### config.mk
export PLATFORM = sky130hd
export DESIGN_NAME = vdr_queue
export DESIGN_NICKNAME = d
export VERILOG_FILES = /design/src/rtl/core/vertex_dedup_index_remap_unit_defines.svh /design/src/rtl/core/vdr_pkg.sv /design/src/rtl/core/vdr_queue.sv
export SDC_FILE = /design/constraint.sdc
export NUM_CORES = 1
export LEC_CHECK = 0
export ABC_AREA = 1
export CORE_UTILIZATION = 35
export DETAILED_ROUTE_END_ITERATION = 8
export DONT_BUFFER_PORTS = 1
export PLACE_DENSITY_LB_ADDON = 0.1
export REMOVE_ABC_BUFFERS = 1
export SLEW_MARGIN = 15
export SYNTH_ARGS = -nofsm -noshare
export SYNTH_HDL_FRONTEND = slang
export SYNTH_SLANG_ARGS = --single-unit
export TNS_END_PERCENT = 20
### constraint.sdc
create_clock -name clk -period 5.6 [get_ports clk]
set_input_delay 1.12 -clock clk [delete_from_list [all_inputs] [get_ports clk]]
set_output_delay 1.12 -clock clk [all_outputs]
set_load 0.01 [all_outputs]
### src/rtl/core/vertex_dedup_index_remap_unit_defines.svh
// Assertion macros shared by the vertex dedup and remap unit.
`ifndef VERTEX_DEDUP_INDEX_REMAP_UNIT_DEFINES_SVH
`define VERTEX_DEDUP_INDEX_REMAP_UNIT_DEFINES_SVH
`ifndef SYNTHESIS
`define VDR_ASSERT_IMPLIES(lbl, pre, post) \
  lbl: assert property (@(posedge clk) disable iff (!rst_n) (pre) |-> (post)) \
    else $error("vdr assertion failed");
`define VDR_ASSERT_NEXT(lbl, pre, post) \
  lbl: assert property (@(posedge clk) disable iff (!rst_n) (pre) |=> (post)) \
    else $error("vdr assertion failed");
`else
`define VDR_ASSERT_IMPLIES(lbl, pre, post)
`define VDR_ASSERT_NEXT(lbl, pre, post)
`endif
`endif

### src/rtl/core/vdr_pkg.sv
// Types, constants and the key hash of the vertex dedup and remap unit.
`timescale 1ns / 1ps
package vdr_pkg;

  localparam int MAX_VERTICES    = 1024;
  localparam int ATTR_INDEX_BITS = 16;
  localparam int SLOT_BITS       = $clog2(MAX_VERTICES);
  localparam int COUNT_BITS      = SLOT_BITS + 1;
  localparam int HASH_BITS       = SLOT_BITS + 1;
  localparam int HASH_DEPTH      = 2 * MAX_VERTICES;
  localparam int KEY_BITS        = 3 * ATTR_INDEX_BITS;
  localparam int EPOCH_BITS      = 4;
  localparam int QUEUE_DEPTH     = 2;
  localparam int QPTR_BITS       = $clog2(QUEUE_DEPTH);

  localparam logic [COUNT_BITS-1:0] MAX_COUNT = COUNT_BITS'(MAX_VERTICES);

  localparam logic [1:0] OPC_START = 2'd0;
  localparam logic [1:0] OPC_LOAD  = 2'd1;
  localparam logic [1:0] OPC_REMAP = 2'd2;

  typedef enum logic [1:0] {
    CMD_START,
    CMD_LOAD,
    CMD_REMAP,
    CMD_NONE
  } cmd_kind_t;

  typedef enum logic [1:0] {
    ST_OK         = 2'd0,
    ST_FULL       = 2'd1,
    ST_NOT_LOADED = 2'd2
  } status_t;

  typedef struct packed {
    cmd_kind_t              kind;
    logic [KEY_BITS-1:0]    key;
    logic [SLOT_BITS-1:0]   old_index;
    logic [HASH_BITS-1:0]   hash;
  } cmd_t;

  typedef struct packed {
    logic [SLOT_BITS-1:0]  new_index;
    logic                  is_new;
    logic [COUNT_BITS-1:0] distinct_count;
    status_t               status;
  } res_t;

  typedef struct packed {
    logic clearing;
  } back_stat_t;

  function automatic logic [HASH_BITS-1:0] hash_key(input logic [KEY_BITS-1:0] key);
    logic [HASH_BITS-1:0] h;
    h = '0;
    for (int i = 0; i < KEY_BITS; i++) begin
      h[i % HASH_BITS] = h[i % HASH_BITS] ^ key[i];
    end
    return h;
  endfunction

endpackage

### src/rtl/core/vdr_queue.sv
// Short command queue between the front end and the back end.
`timescale 1ns / 1ps
module vdr_queue (
  input  logic          clk,
  input  logic          rst_n,
  input  logic          push_valid,
  output logic          push_ready,
  input  vdr_pkg::cmd_t push_cmd,
  output logic          pop_valid,
  input  logic          pop_ready,
  output vdr_pkg::cmd_t pop_cmd
);

  vdr_pkg::cmd_t                   q_r [vdr_pkg::QUEUE_DEPTH];
  logic [vdr_pkg::QPTR_BITS-1:0]   wr_ptr_r;
  logic [vdr_pkg::QPTR_BITS-1:0]   rd_ptr_r;
  logic [vdr_pkg::QPTR_BITS:0]     count_r;
  logic                            do_push;
  logic                            do_pop;

  assign push_ready = count_r != (vdr_pkg::QPTR_BITS + 1)'(vdr_pkg::QUEUE_DEPTH);
  assign pop_valid  = count_r != '0;
  assign pop_cmd    = q_r[rd_ptr_r];
  assign do_push    = push_valid && push_ready;
  assign do_pop     = pop_valid && pop_ready;

  always_ff @(posedge clk) begin
    if (!rst_n) begin
      wr_ptr_r <= '0;
      rd_ptr_r <= '0;
      count_r  <= '0;
    end else begin
      if (do_push) begin
        wr_ptr_r <= wr_ptr_r + 1'b1;
      end
      if (do_pop) begin
        rd_ptr_r <= rd_ptr_r + 1'b1;
      end
      if (do_push && !do_pop) begin
        count_r <= count_r + 1'b1;
      end else if (do_pop && !do_push) begin
        count_r <= count_r - 1'b1;
      end
    end
  end

  always_ff @(posedge clk) begin
    if (do_push) begin
      q_r[wr_ptr_r] <= push_cmd;
    end
  end

endmodule

# == After elaboration in Yosys (flattened, before gate mapping) ==
# Memories as Yosys holds them, arrays and structs flattened. A register that Yosys moved wholly into a read port is not among the register bits.
# Index checks and enable logic that the tools add are counted.
# totals
out_inout_bits,73
mem_count,1
ram_bits,142
inputBits,75
elab_cells,23
register_bits,4
# op_classes
mux,6
n_reduce_logical,8
addsub,4
n_eq_ne,1
# mem_list
name,depth,word_bits,rd,rd_clocked_by_memory_dff,write_ports,line,rtl
q_r,2,71,1,1,1,vdr_queue.sv:14,vdr_pkg::cmd_t q_r [vdr_pkg::QUEUE_DEPTH];
# op_table
cell,n
1-bit logical AND,4
1-bit two-way mux,4
2-bit two-way mux,2
2-bit nonzero test,2
1-bit adder (second input constant),2
2-bit by 1-bit adder with 2-bit output (second input constant),1
1-bit zero test,2
2-bit inequality test (second input constant),1
2-bit by 1-bit subtractor with 2-bit output (second input constant),1

# == Longest topological paths before layout ==
# Gate-level depths: netlist of the first run.
# logic_depth
word_depth,6
ltp_mapped,11
ltp_nobuf,11

# == Worst setup path before layout of the first run ==
# OpenSTA, ideal clock, no wires.
# synth_path
path_type,in2reg
start,in push_valid
end,"mem q_r[0][0] in the netlist's numbering, enable pin"
setup_slack_ns,0.923
n_path_buf,0
stages,2
t_required_ns,5.100
arrival_time_ns,4.177
setup_ns,0.500
path_cell_list,nand2_1 nor2_1
# synth_via
elab_chain_len,3
# synth_rtl
item,line,rtl
from (decl),vdr_queue.sv:6,"input logic push_valid,"
1-bit logical AND,vdr_queue.sv:24,assign do_push = push_valid && push_ready;
1-bit two-way mux,vdr_queue.sv:48,if (do_push) begin
1-bit two-way mux (not written as such),vdr_queue.sv:49,q_r[wr_ptr_r] <= push_cmd;
to (decl),vdr_queue.sv:14,
# Every way passes these cells.

==> results.json, run 1 <==
{
  "status": "completed",
  "insertion_delay_ns": 0.41,
  "dr.pass1.iters": 4,
  "cts_setup_buffers": 0,
  "hold_buffers": 0,
  "seq_area_frac_synth_pct": 76.3,
  "max_freq_mhz": 294,
  "synth_area_per_cell_sq_um": 22.2,
  "flow.area_growth_from_synthesis_pct": 13.8,
  "grtUsageTotal_pct": 11.6,
  "placed_area_sq_mm": 0.00589,
  "ios": 148,
  "htreeDepth": 4,
  "rows": 46,
  "whs_ns": 0.507,
  "total_power_mw": 3.25,
  "fin_worst_skew_ns": 0.00763,
  "slew_headroom_pct": 26.7,
  "finalCritPeriodShare_pct": 60.8,
  "path_cells": "buf_4, mux2_4",
  "cts_made_buffers": 17,
  "place_ws_ns": 2.53,
  "antenna_found_initial": 0,
  "netlist.area_leader.share_pct": 74.6,
  "diodes": 0,
  "combPwrFrac_pct": 17.3,
  "cp_slowest_cell": "dfxtp_4",
  "wire_per_inst_um": 19.0,
  "cts_buffer_depth": 2,
  "dieHeight_um": 130,
  "final_max_slew_viol_count": 0,
  "required_ns": 4.48,
  "p_leak_nw": 2.28,
  "yosysWarningCount": 0,
  "dr_total_vias": 2255,
  "start_kind": "flop",
  "syn_area_sq_mm": 0.00572,
  "seq_power_share_pct": 46.1,
  "path_delay_family": "flip-flops",
  "die_x_um": 130,
  "rsz0062_at_grt": "false",
  "drv_cap": 0,
  "synth_seq_cells": 147,
  "cts_sinks": 147,
  "drc_errors": 0,
  "layout-drive-gt1-share_pct": 36.8,
  "drtAntennaViolNets": 0,
  "finalNonFillerCells": 501,
  "intPower_mw": 2.45,
  "grt_max_degree": 56,
  "reg2reg_slack_ns": 3.08,
  "overflow": 0,
  "clockPowerShare_pct": 36.6,
  "crit_type": "reg2out",
  "worstMarginPinSlew_ns": 1.10,
  "setup_viol": 0,
  "cts.repair.resized": 0,
  "finalInstanceArea_sq_mm": 0.00651,
  "wirelength_mm": 9.53,
  "end_kind": "output port",
  "floorplan.initialDensity_pct": 35.9,
  "gp_congestion": 0.655,
  "p_switching_mw": 0.797,
  "worst-path-buf-inv": 1,
  "port_buffers": 0,
  "dp_cells": 470,
  "finalHoldViolCount": 0,
  "grt_pass1_vias": 2270,
  "setup_tns_ns": 0,
  "final_util_pct": 40.8,
  "fin_ws_ns": 2.20,
  "power_density_mw_per_mm2": 499,
  "critical_path.max_fanout": 55,
  "yosys.area.top_type": "edfxtp_1",
  "cts_tree": "done",
  "period_needed_ns": 3.40,
  "synth_cell_types": 15,
  "arrival_ns": 2.28,
  "nFillCells": 1421,
  "hold_class": "reg2reg",
  "drtIter0Drc": 157,
  "root_buffer": "clkbuf_16",
  "vias_per_cell": 4.50,
  "core_area_sq_mm": 0.0159,
  "netlist_top_cells_area": "edfxtp_1 (75%), mux2_4 (18%), buf_12 (2.5%)",
  "grt_pass1_wl_mm": 13.4,
  "max_stage_delay_ns": 1.04,
  "hpwl_mm": 6.10,
  "switching_share_pct": 24.6,
  "fin_nets": 349,
  "fp.dieArea_sq_mm": 0.0169,
  "vdd_drop_max_v": 0.000189,
  "syn_inst": 258,
  "clkTransAtPathRegs_ns": 0.06
}
logic make-up after synthesis:
logic type | synth area share, %
fa+ha+maj | 0.219
simple gates | 1.31
compound gates | 0.394
flops | 76.3
buf+inv | 3.17
mux | 18.6
per-layer routing:
metal / share of wire, % / up-vias / global-route usage [%]
met4: 2.2 / 0 / 7.18
met1: 38 / 1119 / 12.7
met2: 47 / 97 / 16.8
met5: 0 / - / 0
li1: - / 1025 / -
met3: 13 / 14 / 7.26
worst paths after layout:
kind	from	end	cells past startpoint
worst min register to register	rd_ptr_r	flop	2
worst max register to register	count_r[0]	q_r[0][26]	5
worst min-delay path	rd_ptr_r	flop	2
worst max-delay path	flop	pop_cmd[61]	2
sequential cells by signal (all words and copies together) (netlist names), named ones only:
| signal | flops |
|---|---|
| count_r | 2 |
| rd_ptr_r | 1 |
| wr_ptr_r | 1 |
| q_r | 142 |
layout make-up:
type	count	area [sq um]	area share, %
multi-input combinational	95	1190	18.3
clock buffer	19	433	6.65
inverter	8	30.0	0.462
clock inverter	12	188	2.88
tap	216	270	4.15
timing repair buffer	4	30.0	0.462
sequential	147	4370	67.1
layout by cell type (no fill, tap or decap), drive strengths merged:
cell / n
edfxtp: 142
mux2: 71
clkbuf: 19
nand2: 9
inv: 8
nor2: 8
bufinv: 5
dfxtp: 5
clkinv: 5
buf: 4
o21ai: 2
clkinvlp: 2
o21a: 1
a21oi: 1
nand3: 1
nand4: 1
ha: 1
cell usage after synthesis (all sizes together):
library cell	number
a21oi	1
edfxtp	142
inv	8
o21a	1
ha	1
nand3	1
o21ai	2
nand2	9
dfxtp	5
nand4	1
mux2	71
buf	8
nor2	8
worst min-delay path: cells and delay by family, from the launching register on:
family           cells  cell delay (ns)
DFF                  1             0.32
and+or+nand+nor      2             0.15
power groups by stage:
stage	Sequential [mW]	Clock [mW]	Combinational, mW
after floorplan	1.52	0	0.502
after global placement	1.52	0	0.578
after detailed placement	1.52	0	0.579
after CTS	1.50	1.22	0.581
after global routing	1.52	1.26	0.608
final	1.50	1.19	0.562
Note: power is estimated with default switching activity, not from simulation.
==> inputs of run 2 (changes only) <==
ABC_AREA = 0   (was 1)
clock period = 3.34 ns   (was 5.6 ns; I/O delays follow)
==> run 2 against run 1 <==
Against the previous run:
- synthesized cell count decreased by 5.0%
- critical endpoint is now pop_cmd[40]
- first-iteration DRC count decreased by 27%
- clock power increased by 41%
- clock skew decreased by 0.0014 ns
- cell area decreased by 6.2%
- register-to-register slack got worse by 1.7 ns
- clock-buffer cell count increased by 1
- non-clock buffer count decreased by 1
- sequential power increased by 62%
- total power increased by 53%
- flip-flop and latch count unchanged
- largest power group unchanged
- combinational power increased by 54%
==> results.json, run 2 <==
{
  "status": "completed",
  "fin_worst_skew_ns": 0.00626,
  "required_ns": 2.67,
  "max_freq_mhz": 404,
  "hold_class": "in2reg",
  "vdd_drop_max_v": 0.000638,
  "hold_buffers": 0,
  "cts_setup_buffers": 0,
  "yosys.area.top_type": "edfxtp_1",
  "synth_area_per_cell_sq_um": 21.9,
  "cts_sinks": 147,
  "core_area_sq_mm": 0.0148,
  "flow.area_growth_from_synthesis_pct": 13.8,
  "synth_seq_cells": 147,
  "final_max_slew_viol_count": 0,
  "layout-drive-gt1-share_pct": 38.7,
  "whs_ns": 0.359,
  "syn_area_sq_mm": 0.00536,
  "worst-path-buf-inv": 1,
  "total_power_mw": 4.98,
  "setup_tns_ns": 0,
  "nFillCells": 1312,
  "cts_tree": "done",
  "final_cell_mix": "edfxtp_1 (142), mux2_2 (71), clkbuf_16 (17)",
  "drc_errors": 0,
  "setup_viol": 0,
  "fp.dieArea_sq_mm": 0.0158,
  "finalHoldViolCount": 0,
  "netlist_top_cells_area": "edfxtp_1 (79%), mux2_2 (15%), dfxtp_1 (1.9%)",
  "ios": 148,
  "drv_cap": 0,
  "root_buffer": "clkbuf_16",
  "drtIter0Drc": 114,
  "antenna_found_initial": 0,
  "start_kind": "flop",
  "synth_ff_type": "edfxtp_1",
  "largestRegisters": "q_r (142), count_r (2)",
  "dr.pass1.iters": 4,
  "cts_made_buffers": 17,
  "largest_reg_flops": 142,
  "regMostFlops": "q_r",
  "hpwl_mm": 5.48,
  "dr_total_vias": 2176,
  "max_stage_delay_ns": 0.68,
  "cts.repair.resized": 0,
  "grtUsageTotal_pct": 11.9,
  "clkTransAtPathRegs_ns": 0.06,
  "port_buffers": 0,
  "synth.most_common_cell": "edfxtp_1",
  "cts_buffer_depth": 2,
  "vias_per_cell": 4.78,
  "wirelength_mm": 9.07,
  "rows": 44,
  "seq_area_frac_synth_pct": 81.4,
  "crit_type": "reg2out",
  "cp_slowest_cell": "dfxtp_4",
  "drtAntennaViolNets": 0,
  "syn_inst": 245,
  "yosysWarningCount": 0,
  "dieHeight_um": 126,
  "period_needed_ns": 2.47,
  "floorplan.initialDensity_pct": 36.4,
  "wire_per_inst_um": 19.9,
  "worstMarginPinSlew_ns": 1.05,
  "arrival_ns": 1.81,
  "grt_max_degree": 72,
  "power_density_mw_per_mm2": 816,
  "synth_cell_types": 20,
  "grt_pass1_wl_mm": 13.5,
  "synth-edff-count": 142,
  "end_kind": "output port",
  "grt_pass1_vias": 2316,
  "slew_headroom_pct": 30.0,
  "synthArstFlopShare_pct": 0,
  "netlist.area_leader.share_pct": 79.5,
  "die_x_um": 126,
  "p_leak_nw": 1.96,
  "path_cells": "buf_12, mux2_2",
  "finalCritPeriodShare_pct": 74.1,
  "critical_path.max_fanout": 36,
  "rsz0062_at_grt": "false",
  "diodes": 0,
  "path_delay_family": "flip-flops",
  "htreeDepth": 4,
  "insertion_delay_ns": 0.40,
  "ys_top_cells_by_count": "edfxtp_1 (142), mux2_2 (71), buf_4 (7), dfxtp_1 (5), and2_1 (4)",
  "overflow": 0,
  "fin_nets": 335,
  "layout_commonest_cell": "edfxtp_1",
  "gp_congestion": 0.685
}
-- run 2: changes by cell type after synthesis, moves of 2 or more --
cell,previous run,this run
and2_1,0,4
buf_12,7,0
buf_4,0,7
inv_1,8,1
mux2_2,1,71
mux2_4,70,0
nand2_1,9,0
nor2_1,8,0
xnor2_1,0,2
-- run 2: per-stage QoR --
| step | util, % | instance area (sq um) | setup slack, ns | cells |
|---|---|---|---|---|
| 2_1_floorplan | - | 5310 | 0.389 | 237 |
| 3_3_place_gp | 37.8 | 5580 | 1.25 | 424 |
| 3_5_place_dp | 37.8 | 5580 | 1.23 | 424 |
| 4_1_cts | 41.4 | 6110 | 0.780 | 455 |
| 5_1_grt | 41.4 | 6110 | 0.698 | 455 |
| 6_report | 41.4 | 6110 | 0.866 | 455 |
-- run 2: cell type report --
| class | instances | area, sq um | share of cell area [%] |
|---|---|---|---|
| multi-input cells | 89 | 943 | 15.5 |
| clock buffers | 20 | 437 | 7.15 |
| well taps | 184 | 230 | 3.77 |
| inverters | 1 | 3.75 | 0.0615 |
| repair buffers | 3 | 35.0 | 0.574 |
| clock inverters | 11 | 88.8 | 1.45 |
| flip-flops and latches | 147 | 4370 | 71.5 |
-- run 2: path summary, 6_finish.rpt --
kind | startpoint | to | slack, ns | cells after the start
worst max-delay path | flop | pop_cmd[40] | 0.87 | 2
worst min-delay path | push_cmd[8] | q_r[1][8] | 0.36 | 0
worst max register to register | count_r[0] | q_r[1][10] | 1.38 | 2
worst min register to register | count_r[1] | count_r[1] | 0.56 | 2
-- run 2: metal layers --
metal | up-vias | track usage (%) | wire (um)
li1 | 993 | - | -
met3 | 5 | 7.73 | 1020
met5 | - | 0 | 0
met1 | 1078 | 12.7 | 3600
met2 | 100 | 18.7 | 4360
met4 | 0 | 4.46 | 95
-- run 2: power breakdown --
| part | switching, mW | internal [mW] | leakage, nW |
|---|---|---|---|
| Clock | 0.674 | 1.01 | 0.253 |
| Combinational | 0.491 | 0.373 | 0.338 |
| Sequential | 0.123 | 2.31 | 1.37 |
| Total | 1.29 | 3.69 | 1.96 |
-- run 2: cell families (layout without fill, tap and decap cells) --
logic type                 count (synthesis)  after routing  share of synthesized area [%]
muxes                                     71             71                           14.9
DFF                                      147            147                           81.4
and+or+nand+nor                            9              9                           1.21
buffers and inverters                      9             35                           1.14
xor gates and xnor gates                   3              3                          0.490
AOI/OAI and AO/OA                          5              5                          0.653
adders and majority gates                  1              1                          0.233
