### src/rtl/core/vertex_dedup_index_remap_unit_defines.svh
// Assertion macros shared by the vertex dedup and remap unit.
`ifndef VERTEX_DEDUP_INDEX_REMAP_UNIT_DEFINES_SVH
`define VERTEX_DEDUP_INDEX_REMAP_UNIT_DEFINES_SVH
`ifndef SYNTHESIS
`define VDR_ASSERT_IMPLIES(lbl, pre, post) \
  lbl: assert property (@(posedge clk) disable iff (!rst_n) (pre) |-> (post)) \
    else $error("vdr assertion failed");
`define VDR_ASSERT_NEXT(lbl, pre, post) \
  lbl: assert property (@(posedge clk) disable iff (!rst_n) (pre) |=> (post)) \
    else $error("vdr assertion failed");
`else
`define VDR_ASSERT_IMPLIES(lbl, pre, post)
`define VDR_ASSERT_NEXT(lbl, pre, post)
`endif
`endif

### src/rtl/core/vdr_pkg.sv
// Types, constants and the key hash of the vertex dedup and remap unit.
`timescale 1ns / 1ps
package vdr_pkg;

  localparam int MAX_VERTICES    = 1024;
  localparam int ATTR_INDEX_BITS = 16;
  localparam int SLOT_BITS       = $clog2(MAX_VERTICES);
  localparam int COUNT_BITS      = SLOT_BITS + 1;
  localparam int HASH_BITS       = SLOT_BITS + 1;
  localparam int HASH_DEPTH      = 2 * MAX_VERTICES;
  localparam int KEY_BITS        = 3 * ATTR_INDEX_BITS;
  localparam int EPOCH_BITS      = 4;
  localparam int QUEUE_DEPTH     = 2;
  localparam int QPTR_BITS       = $clog2(QUEUE_DEPTH);

  localparam logic [COUNT_BITS-1:0] MAX_COUNT = COUNT_BITS'(MAX_VERTICES);

  localparam logic [1:0] OPC_START = 2'd0;
  localparam logic [1:0] OPC_LOAD  = 2'd1;
  localparam logic [1:0] OPC_REMAP = 2'd2;

  typedef enum logic [1:0] {
    CMD_START,
    CMD_LOAD,
    CMD_REMAP,
    CMD_NONE
  } cmd_kind_t;

  typedef enum logic [1:0] {
    ST_OK         = 2'd0,
    ST_FULL       = 2'd1,
    ST_NOT_LOADED = 2'd2
  } status_t;

  typedef struct packed {
    cmd_kind_t              kind;
    logic [KEY_BITS-1:0]    key;
    logic [SLOT_BITS-1:0]   old_index;
    logic [HASH_BITS-1:0]   hash;
  } cmd_t;

  typedef struct packed {
    logic [SLOT_BITS-1:0]  new_index;
    logic                  is_new;
    logic [COUNT_BITS-1:0] distinct_count;
    status_t               status;
  } res_t;

  typedef struct packed {
    logic clearing;
  } back_stat_t;

  function automatic logic [HASH_BITS-1:0] hash_key(input logic [KEY_BITS-1:0] key);
    logic [HASH_BITS-1:0] h;
    h = '0;
    for (int i = 0; i < KEY_BITS; i++) begin
      h[i % HASH_BITS] = h[i % HASH_BITS] ^ key[i];
    end
    return h;
  endfunction

endpackage

### src/rtl/core/vdr_front.sv
// Front end: accepts requests, classifies them and hashes the vertex key.
`timescale 1ns / 1ps
module vdr_front (
  input  logic                              clk,
  input  logic                              rst_n,
  input  logic                              in_valid,
  output logic                              in_ready,
  input  logic [1:0]                        in_opcode,
  input  logic [vdr_pkg::ATTR_INDEX_BITS-1:0] in_position_index,
  input  logic [vdr_pkg::ATTR_INDEX_BITS-1:0] in_normal_index,
  input  logic [vdr_pkg::ATTR_INDEX_BITS-1:0] in_uv_index,
  input  logic [vdr_pkg::SLOT_BITS-1:0]     in_old_index,
  input  vdr_pkg::back_stat_t               stat,
  output logic                              cmd_valid,
  input  logic                              cmd_ready,
  output vdr_pkg::cmd_t                     cmd
);

  logic          f_valid_r;
  vdr_pkg::cmd_t f_cmd_r;
  vdr_pkg::cmd_t cls;

  always_comb begin
    cls.key       = {in_position_index, in_normal_index, in_uv_index};
    cls.old_index = in_old_index;
    cls.hash      = vdr_pkg::hash_key(cls.key);
    case (in_opcode)
      vdr_pkg::OPC_START: cls.kind = vdr_pkg::CMD_START;
      vdr_pkg::OPC_LOAD:  cls.kind = vdr_pkg::CMD_LOAD;
      vdr_pkg::OPC_REMAP: cls.kind = vdr_pkg::CMD_REMAP;
      default:            cls.kind = vdr_pkg::CMD_NONE;
    endcase
  end

  assign in_ready  = !stat.clearing && (!f_valid_r || cmd_ready);
  assign cmd_valid = f_valid_r;
  assign cmd       = f_cmd_r;

  always_ff @(posedge clk) begin
    if (!rst_n) begin
      f_valid_r <= 1'b0;
    end else if (in_valid && in_ready) begin
      f_valid_r <= 1'b1;
    end else if (cmd_ready) begin
      f_valid_r <= 1'b0;
    end
  end

  always_ff @(posedge clk) begin
    if (in_valid && in_ready) begin
      f_cmd_r <= cls;
    end
  end

endmodule

### config.mk
export PLATFORM = sky130hd
export DESIGN_NAME = vdr_front
export DESIGN_NICKNAME = d
export VERILOG_FILES = /design/src/rtl/core/vertex_dedup_index_remap_unit_defines.svh /design/src/rtl/core/vdr_pkg.sv /design/src/rtl/core/vdr_front.sv
export SDC_FILE = /design/constraint.sdc
export NUM_CORES = 1
export LEC_CHECK = 0
export BUFFER_PORTS_ARGS = -buffer_cell sky130_fd_sc_hd__buf_4
export CAP_MARGIN = 30
export CORE_MARGIN = 2
export CORE_UTILIZATION = 40
export CTS_BUF_LIST = sky130_fd_sc_hd__clkbuf_4
export CTS_CLUSTER_SIZE = 24
export DETAILED_ROUTE_END_ITERATION = 12
export PLACE_DENSITY = 0.73
export REMOVE_ABC_BUFFERS = 1
export SYNTH_ARGS = -nofsm -noshare
export SYNTH_HDL_FRONTEND = slang
export SYNTH_SLANG_ARGS = --single-unit
### constraint.sdc
create_clock -name clk -period 6 [get_ports clk]
set_input_delay 0.9 -clock clk [delete_from_list [all_inputs] [get_ports clk]]
set_output_delay 0.9 -clock clk [all_outputs]
set_load 0.05 [all_outputs]
# Yosys cells after proc, flatten, opt, wreduce, memory -nomap -nowiden
# Cells that the tools add are included.
# W data, S select, Z words.
totals:
  register_bits: 72
  latchBits: 0
  ram_bits: 0
  mem_bits_ro: 0
  input_bits: 65
  out_inout_bits: 73
  elab_cells: 54
  mem_count: 0
classes:
  n_addsub: 0
  multipliers: 0
  div: 0
  n_lt_le_gt_ge: 0
  n_eq_ne: 2
  shift: 0
  mux: 3
  bitwise: 37
  n_reduce_logical: 7
ops:
  columns: ["cell", "n"]
  rows:
  - ["$xor A1 B1 Y1", 37]
  - ["$pmux W2 S3", 1]
  - ["$eq A2 B1 Y1 const B", 1]
  - ["$eq A2 B2 Y1 const B", 1]
  - ["$logic_and A1 B1 Y1", 2]
  - ["$logic_not A1 Y1", 2]
  - ["$logic_not A2 Y1", 1]
  - ["$mux W1", 2]
  - ["$reduce_bool A2 Y1", 1]
  - ["$logic_or A1 B1 Y1", 1]

# Logic depth before layout (Yosys ltp)
# Gate-level depths: netlist of the first run.
logic_depth:
  word_depth: 5
  ltp_mapped: 2
  ltp_nobuf: 2

# Worst setup path after synthesis of the first run
# OpenSTA, ideal clock, no wires.
synth_timing:
  path_type: "input to register"
  start: "input stat"
  end: "register f_cmd_r (netlist bit cmd[0]) (enable)"
  setup_ps: 501
  arrival_time_ps: 4013
  required_ps: 5499
  setup_slack_ps: 1486
  cell_stages: 2
  path_buffers: 0
  cell_sequence: "nand2b_1 > nor2_1"
synth_via:
  elab_chain_len: 3
synth_rtl:
  columns: ["element", "line", "rtl"]
  rows:
  - ["from (decl)", "vdr_front.sv:13", "input vdr_pkg::back_stat_t stat,"]
  - ["$logic_not A1 Y1", "vdr_front.sv:35", "assign in_ready = !stat.clearing && (!f_valid_r || cmd_ready);"]
  - ["$logic_and A1 B1 Y1", "vdr_front.sv:35", null]
  - ["$logic_and A1 B1 Y1", "vdr_front.sv:50", "if (in_valid && in_ready) begin"]
  - ["to (signal assigned)", "vdr_front.sv:51", "f_cmd_r <= cls;"]
  - ["to (decl)", "vdr_front.sv:20", "vdr_pkg::cmd_t f_cmd_r;"]
# Every way passes these cells.
# A chain may end at the register's enable or synchronous reset.

# Final worst setup path of the first run
layout_timing:
  start: "input cmd_ready"
  end: "output in_ready"
layout_via:
  elab_chain_len: 2
layout_rtl:
  columns: ["element", "line", "rtl"]
  rows:
  - ["from (decl)", "vdr_front.sv:15", "input logic cmd_ready,"]
  - ["$logic_or A1 B1 Y1", "vdr_front.sv:35", null]
  - ["$logic_and A1 B1 Y1", "vdr_front.sv:35", null]
  - ["to (decl)", "vdr_front.sv:7", "output logic in_ready,"]
# Every way passes these cells.

==> results of run 1 <==
-- through the flow --
| step | power [mW] | hold slack, ns | setup WS, ns | area (um^2) |
|---|---|---|---|---|
| CTS | 1.19 | 0.528 | 3.54 | 3850 |
| global route | 1.22 | 0.578 | 3.50 | 3850 |
| finish | 1.17 | 0.521 | 3.55 | 3850 |
| detailed placement | 0.811 | 0.512 | 3.55 | 3670 |
| floorplan | 0.730 | 0.703 | 1.49 | 2530 |
| global placement | 0.807 | 0.486 | 3.62 | 3670 |
-- synth_stat cells --
cell	n
nor2_1	2
xor2_1	11
xnor2_1	18
dfxtp_1	1
xnor3_1	4
edfxtp_1	71
clkbuf_1	2
a21boi_0	1
nand2b_1	2
nor2b_1	1
-- final cells by class --
type	instances	area (um^2)	share of cell area, %
repair buffers	138	1040	26.9
clock inverters	6	108	2.79
well taps	77	96.3	2.50
multi-input cells	39	385	10.0
clock buffers	10	75.1	1.95
flip-flops and latches	72	2150	55.9
-- kinds of logic after synthesis --
| group | after synthesis | share of synthesized area (%) |
|---|---|---|
| compound gates | 1 | 0.296 |
| flops | 72 | 84.8 |
| simple gates | 5 | 1.04 |
| xor+xnor | 33 | 13.6 |
| buf+inv | 2 | 0.296 |
-- power groups by stage --
| stage | clock network, mW | registers (mW) | logic, mW |
|---|---|---|---|
| final | 0.376 | 0.592 | 0.205 |
| after global routing | 0.412 | 0.595 | 0.215 |
| after CTS | 0.389 | 0.593 | 0.207 |
| after detailed placement | 0 | 0.604 | 0.207 |
| after global placement | 0 | 0.603 | 0.204 |
| after floorplan | 0 | 0.689 | 0.0411 |
-- final timing paths --
kind,startpoint,end,slack [ns],cells after the start
hold reg to reg,cmd_valid,cmd_valid,0.52,2
setup reg to reg,cmd_valid,cmd[21],4.29,3
setup / recovery,cmd_ready,in_ready,3.55,4
hold / removal,cmd_valid,cmd_valid,0.52,2
-- critical path, cell delays in order --
cell     delay, ns
buf_4         0.11
nor2b_1       0.25
nor2_1        0.09
buf_4         0.20
-- flip-flops by register name, summed over array words and instances (netlist names) --
| name | cells |
|---|---|
| cmd | 71 |
| cmd_valid | 1 |
-- routing by layer --
| layer | track usage, % | vias to the layer above | part of all wire (%) |
|---|---|---|---|
| li1 | - | 716 | - |
| met1 | 15.1 | 711 | 33 |
| met2 | 26.6 | 80 | 53 |
| met3 | 6.43 | 13 | 11 |
| met4 | 8.65 | 0 | 2.8 |
| met5 | 0 | - | 0 |
-- placed cells by master (no fill, tap or decap) --
cell,instances
a21boi_0,1
buf_4,138
bufinv_16,3
clkbuf_4,10
clkinv_1,1
clkinv_2,1
clkinv_4,1
dfxtp_1,1
edfxtp_1,71
nand2b_1,2
nor2_1,1
nor2_4,1
nor2b_1,1
xnor2_1,18
xnor3_1,4
xor2_1,11
==> results.txt, run 1 <==
Outcome: complete, no violations
Initial antenna violation count: 0
Number of synthesized register bits: 72
Die width: 83.6 um
DRT Pass-1 Iters: 4
Slew Limit Fails: 0
PD cells: 305 nW/um^2
Sequential power share: 50.5%
Critical path class: input port to primary output
Num CTS Buffers: 9
Syn Area/Cell: 22.5 um^2
GRT Util Overall: 15.2%
First-pass GRT wire length: 7.94 mm
H-tree depth: 3
WP data arrival: 1.55 ns
DRT iter0 DRCs: 107
Placed insts: 326
RSZ-0062 raised after global routing: no
CP max FO: 2
Max Root-Sink Buffers: 2
Final #Nets: 325
Final Setup Violations: 0
Drt drc: 0
Final hold viol count: 0
Area Overhead vs Synth: 51.8%
Clock network fraction of total power: 32.1%
WL/cell: 15.2 um
Cell taking the most area after synthesis: edfxtp_1
# diodes: 0
Seq/Total Area, Yosys: 84.8%
Max-Cap Viols: 0
Post-Route Utilization: 61.7%
Tightest Pin Transition: 0.862 ns
Critical Path Source Type: input port
Detail Route Antenna Nets: 0
Hold Crit Class: flip-flop to flip-flop
Clock Tree Root: clkbuf_4
Cell Count, Final, Fillers Out: 342
Clock sink count: 72
Synthesized area: 2540 um^2
Initial Util: 40.7%
Synth area leaders: edfxtp_1 (84%), xnor2_1 (6.2%), xor2_1 (3.8%)
Critical Path RT: 5.10 ns
Synth top area share: 84.0%
Setup TNS: 0 ns
Logic pwr share: 17.4%
Net Sw Frac: 25.1%
Syn Inst Count: 113
Proportion of layout cells with a drive suffix above 1: 58.1%
# port buffers: 137
Rel. slew slack: 42.5%
CP Capture Type: primary output
Yosys Warn Count: 0
Die ar.: 7000 um^2
Via Count: 1520
TritonCTS clock tree: built
Lkg Pwr: 1.59 nW
Largest net degree at the start of global routing: 72
Number of global-route vias before repair: 1630
Peak supply drop: 0.154 mV
Final Wtd Congestion: 0.712
Die H: 83.6 um
Post-CTS Hold Fix Bufs: 0
Total gr overflow: 0
Post-Route WL: 5.19 mm
Core ar.: 6240 um^2
Via/cell ratio: 4.44
Fillers: 514
Final period util: 40.8%
Yosys cell types: 10
CTS resizes: 0
Clock latency on the worst-skew pair: 0.38 ns
Clock Skew: 0.0122 ns
Net Sw Power: 294 uW
I/O pin count: 138
Power Internal: 879 uW
FP Rows: 29
Post-route minimum period: 2.45 ns
Clock Pin Slew Worst Setup and Hold Paths: 0.11 ns
Peak Freq: 409 MHz
Setup Fix Bufs, Post-CTS: 0
No activity file was read; power rests on OpenSTA's default activity.
==> inputs of run 2 (changes only) <==
==> constraint.sdc (replaced) <==
create_clock -name clk -period 2.5 [get_ports clk]
set_input_delay 0.375 -clock clk [delete_from_list [all_inputs] [get_ports clk]]
set_output_delay 0.375 -clock clk [all_outputs]
set_load 0.05 [all_outputs]
==> run 2 against run 1 <==
  * Total power up 120%
  * Global-route usage up 0.11 points
  * Register-to-register slack worse by 3.1 ns
  * First-iteration DRC count down 42%
  * Utilization down 0.64 points
  * Non-clock buffer count unchanged
  * Routed wire length down 1.3%
  * Die area unchanged
  * Critical path depth down 1
  * Clock-buffer cell count up 1
  * Clock skew down 0.0051 ns
  * Sequential share of layout area up 0.59 points
  * Largest cell class unchanged
==> results.txt, run 2 (same netlist as run 1, synthesis figures left out) <==
Outcome: complete, no violations
Total gr overflow: 0
Power Internal: 1.91 mW
Final hold viol count: 0
Clock network fraction of total power: 26.3%
GRT busiest layer: met2
Via Count: 1525
Net Sw Frac: 26.3%
FP Rows: 29
GRT Util Overall: 15.4%
H-tree depth: 3
Placed insts: 326
Final Setup Violations: 0
GR Util met2: 26.7%
Die H: 83.6 um
Clock latency on the worst-skew pair: 0.38 ns
Slowest-stage cell, CP: dfxtp_1
Fin Hold WS: 0.156 ns
Cell Count, Final, Fillers Out: 342
Proportion of layout cells with a drive suffix above 1: 57.7%
RSZ-0062 raised after global routing: no
Slew Limit Fails: 0
Multi-input gate area: 385 um^2
Number of global-route vias before repair: 1617
Core ar.: 6240 um^2
CP max FO: 3
Critical Path RT: 2.12 ns
Rel. slew slack: 75.8%
Reg2reg setup slack: 1.17 ns
Drt drc: 0
Lkg Pwr: 1.58 nW
DRT iter0 DRCs: 62
Area Overhead vs Synth: 50.2%
CP Capture Type: primary output
CP cell instances: nor2b_1 > nor2_1 > buf_4
Fillers: 508
Max incr delay on CP: 0.37 ns
Peak supply drop: 0.370 mV
# diodes: 0
Hold Crit Class: input port to flip-flop
Global Route met1 Usage: 14.6%
Max Root-Sink Buffers: 2
Critical Path Source Type: flip-flop
Via/cell ratio: 4.46
Post-Route WL: 5.12 mm
Die width: 83.6 um
FF/Latch Area: 2150 um^2
WL/cell: 15.0 um
Post-route minimum period: 1.68 ns
Detail Route Antenna Nets: 0
Max-Cap Viols: 0
Dpl hpwl: 3.88 mm
Final #Nets: 325
Worst slack, placed: 1.00 ns
Final period util: 67.1%
Commonest cells after routing, fill and taps aside: buf_4 (137), edfxtp_1 (71), xnor2_1 (18), xor2_1 (11), clkbuf_4 (11)
Commonest non-fill, non-tap cell in the layout: buf_4
Net Sw Power: 684 uW
Initial antenna violation count: 0
TritonCTS clock tree: built
Clock sink count: 72
Peak Freq: 596 MHz
I/O pin count: 138
Critical path class: flip-flop to primary output
First-pass GRT wire length: 8.03 mm
Tightest Pin Transition: 0.363 ns
Clock Skew: 0.00708 ns
WP data arrival: 1.30 ns
Num CTS Buffers: 9
# port buffers: 137
Final Wtd Congestion: 0.704
Setup slack after layout: 0.823 ns
Largest net degree at the start of global routing: 72
Die ar.: 7000 um^2
Logic pwr share: 19.0%
DRT Pass-1 Iters: 4
PD cells: 682 nW/um^2
GR Util met3: 6.63%
Post-CTS Hold Fix Bufs: 0
Sequential power share: 54.7%
CTS resizes: 0
Setup Fix Bufs, Post-CTS: 0
Clock Tree Root: clkbuf_4
Initial Util: 40.7%
Clock Pin Slew Worst Setup and Hold Paths: 0.11 ns
Largest register FFs: 71
==> run 2: changes by cell type in the layout (fill, tap and decap cells not counted) <==
cell | before | now
clkinv_2 | 1 | 2
buf_4 | 138 | 137
clkinv_1 | 1 | 2
clkinv_4 | 1 | 0
bufinv_16 | 3 | 1
buf_12 | 0 | 1
clkbuf_4 | 10 | 11
==> run 2: layout make-up <==
type | count | share of cell area, %
Sequential cell | 72 | 56.4
Timing Repair Buffer | 138 | 27.5
Multi-Input combinational cell | 39 | 10.1
Tap cell | 77 | 2.53
Clock buffer | 11 | 2.17
Clock inverter | 5 | 1.25
==> run 2: per-layer routing <==
layer,up-vias,routed length (um)
met5,-,0
met4,0,171
met3,14,534
met2,85,2710
met1,711,1710
li1,715,-
==> run 2: critical path, delay by kind of cell (launching register included) <==
family	cells	cell delay, ns
buffers and inverters	1	0.19
AND/OR/NAND/NOR	2	0.35
flip-flops	1	0.37
==> run 2: final timing paths <==
path / depth (start not counted) / from / endpoint
hold reg to reg: 2 / cmd_valid / cmd_valid
setup / recovery: 3 / cmd_valid / in_ready
setup reg to reg: 3 / cmd_valid / cmd[48]
hold / removal: 1 / in_old_index[8] / cmd[19]
==> run 2: power by group through the flow <==
stage	clock (mW)	sequential, mW	combinational [mW]
global placement	0	1.45	0.491
CTS	0.718	1.42	0.501
global route	0.761	1.43	0.519
detailed placement	0	1.45	0.501
finish	0.684	1.42	0.494
floorplan	0	1.65	0.0987
==> run 2: metrics by stage <==
step | total power, mW | utilization, % | cell area, um^2 | TNS (ns)
after floorplan | 1.75 | - | 2530 | -118.20
after global placement | 1.94 | 59.0 | 3680 | 0
after detailed placement | 1.95 | 59.0 | 3680 | 0
after CTS | 2.64 | 61.1 | 3810 | 0
after global routing | 2.71 | 61.1 | 3810 | 0
final | 2.60 | 61.1 | 3810 | 0
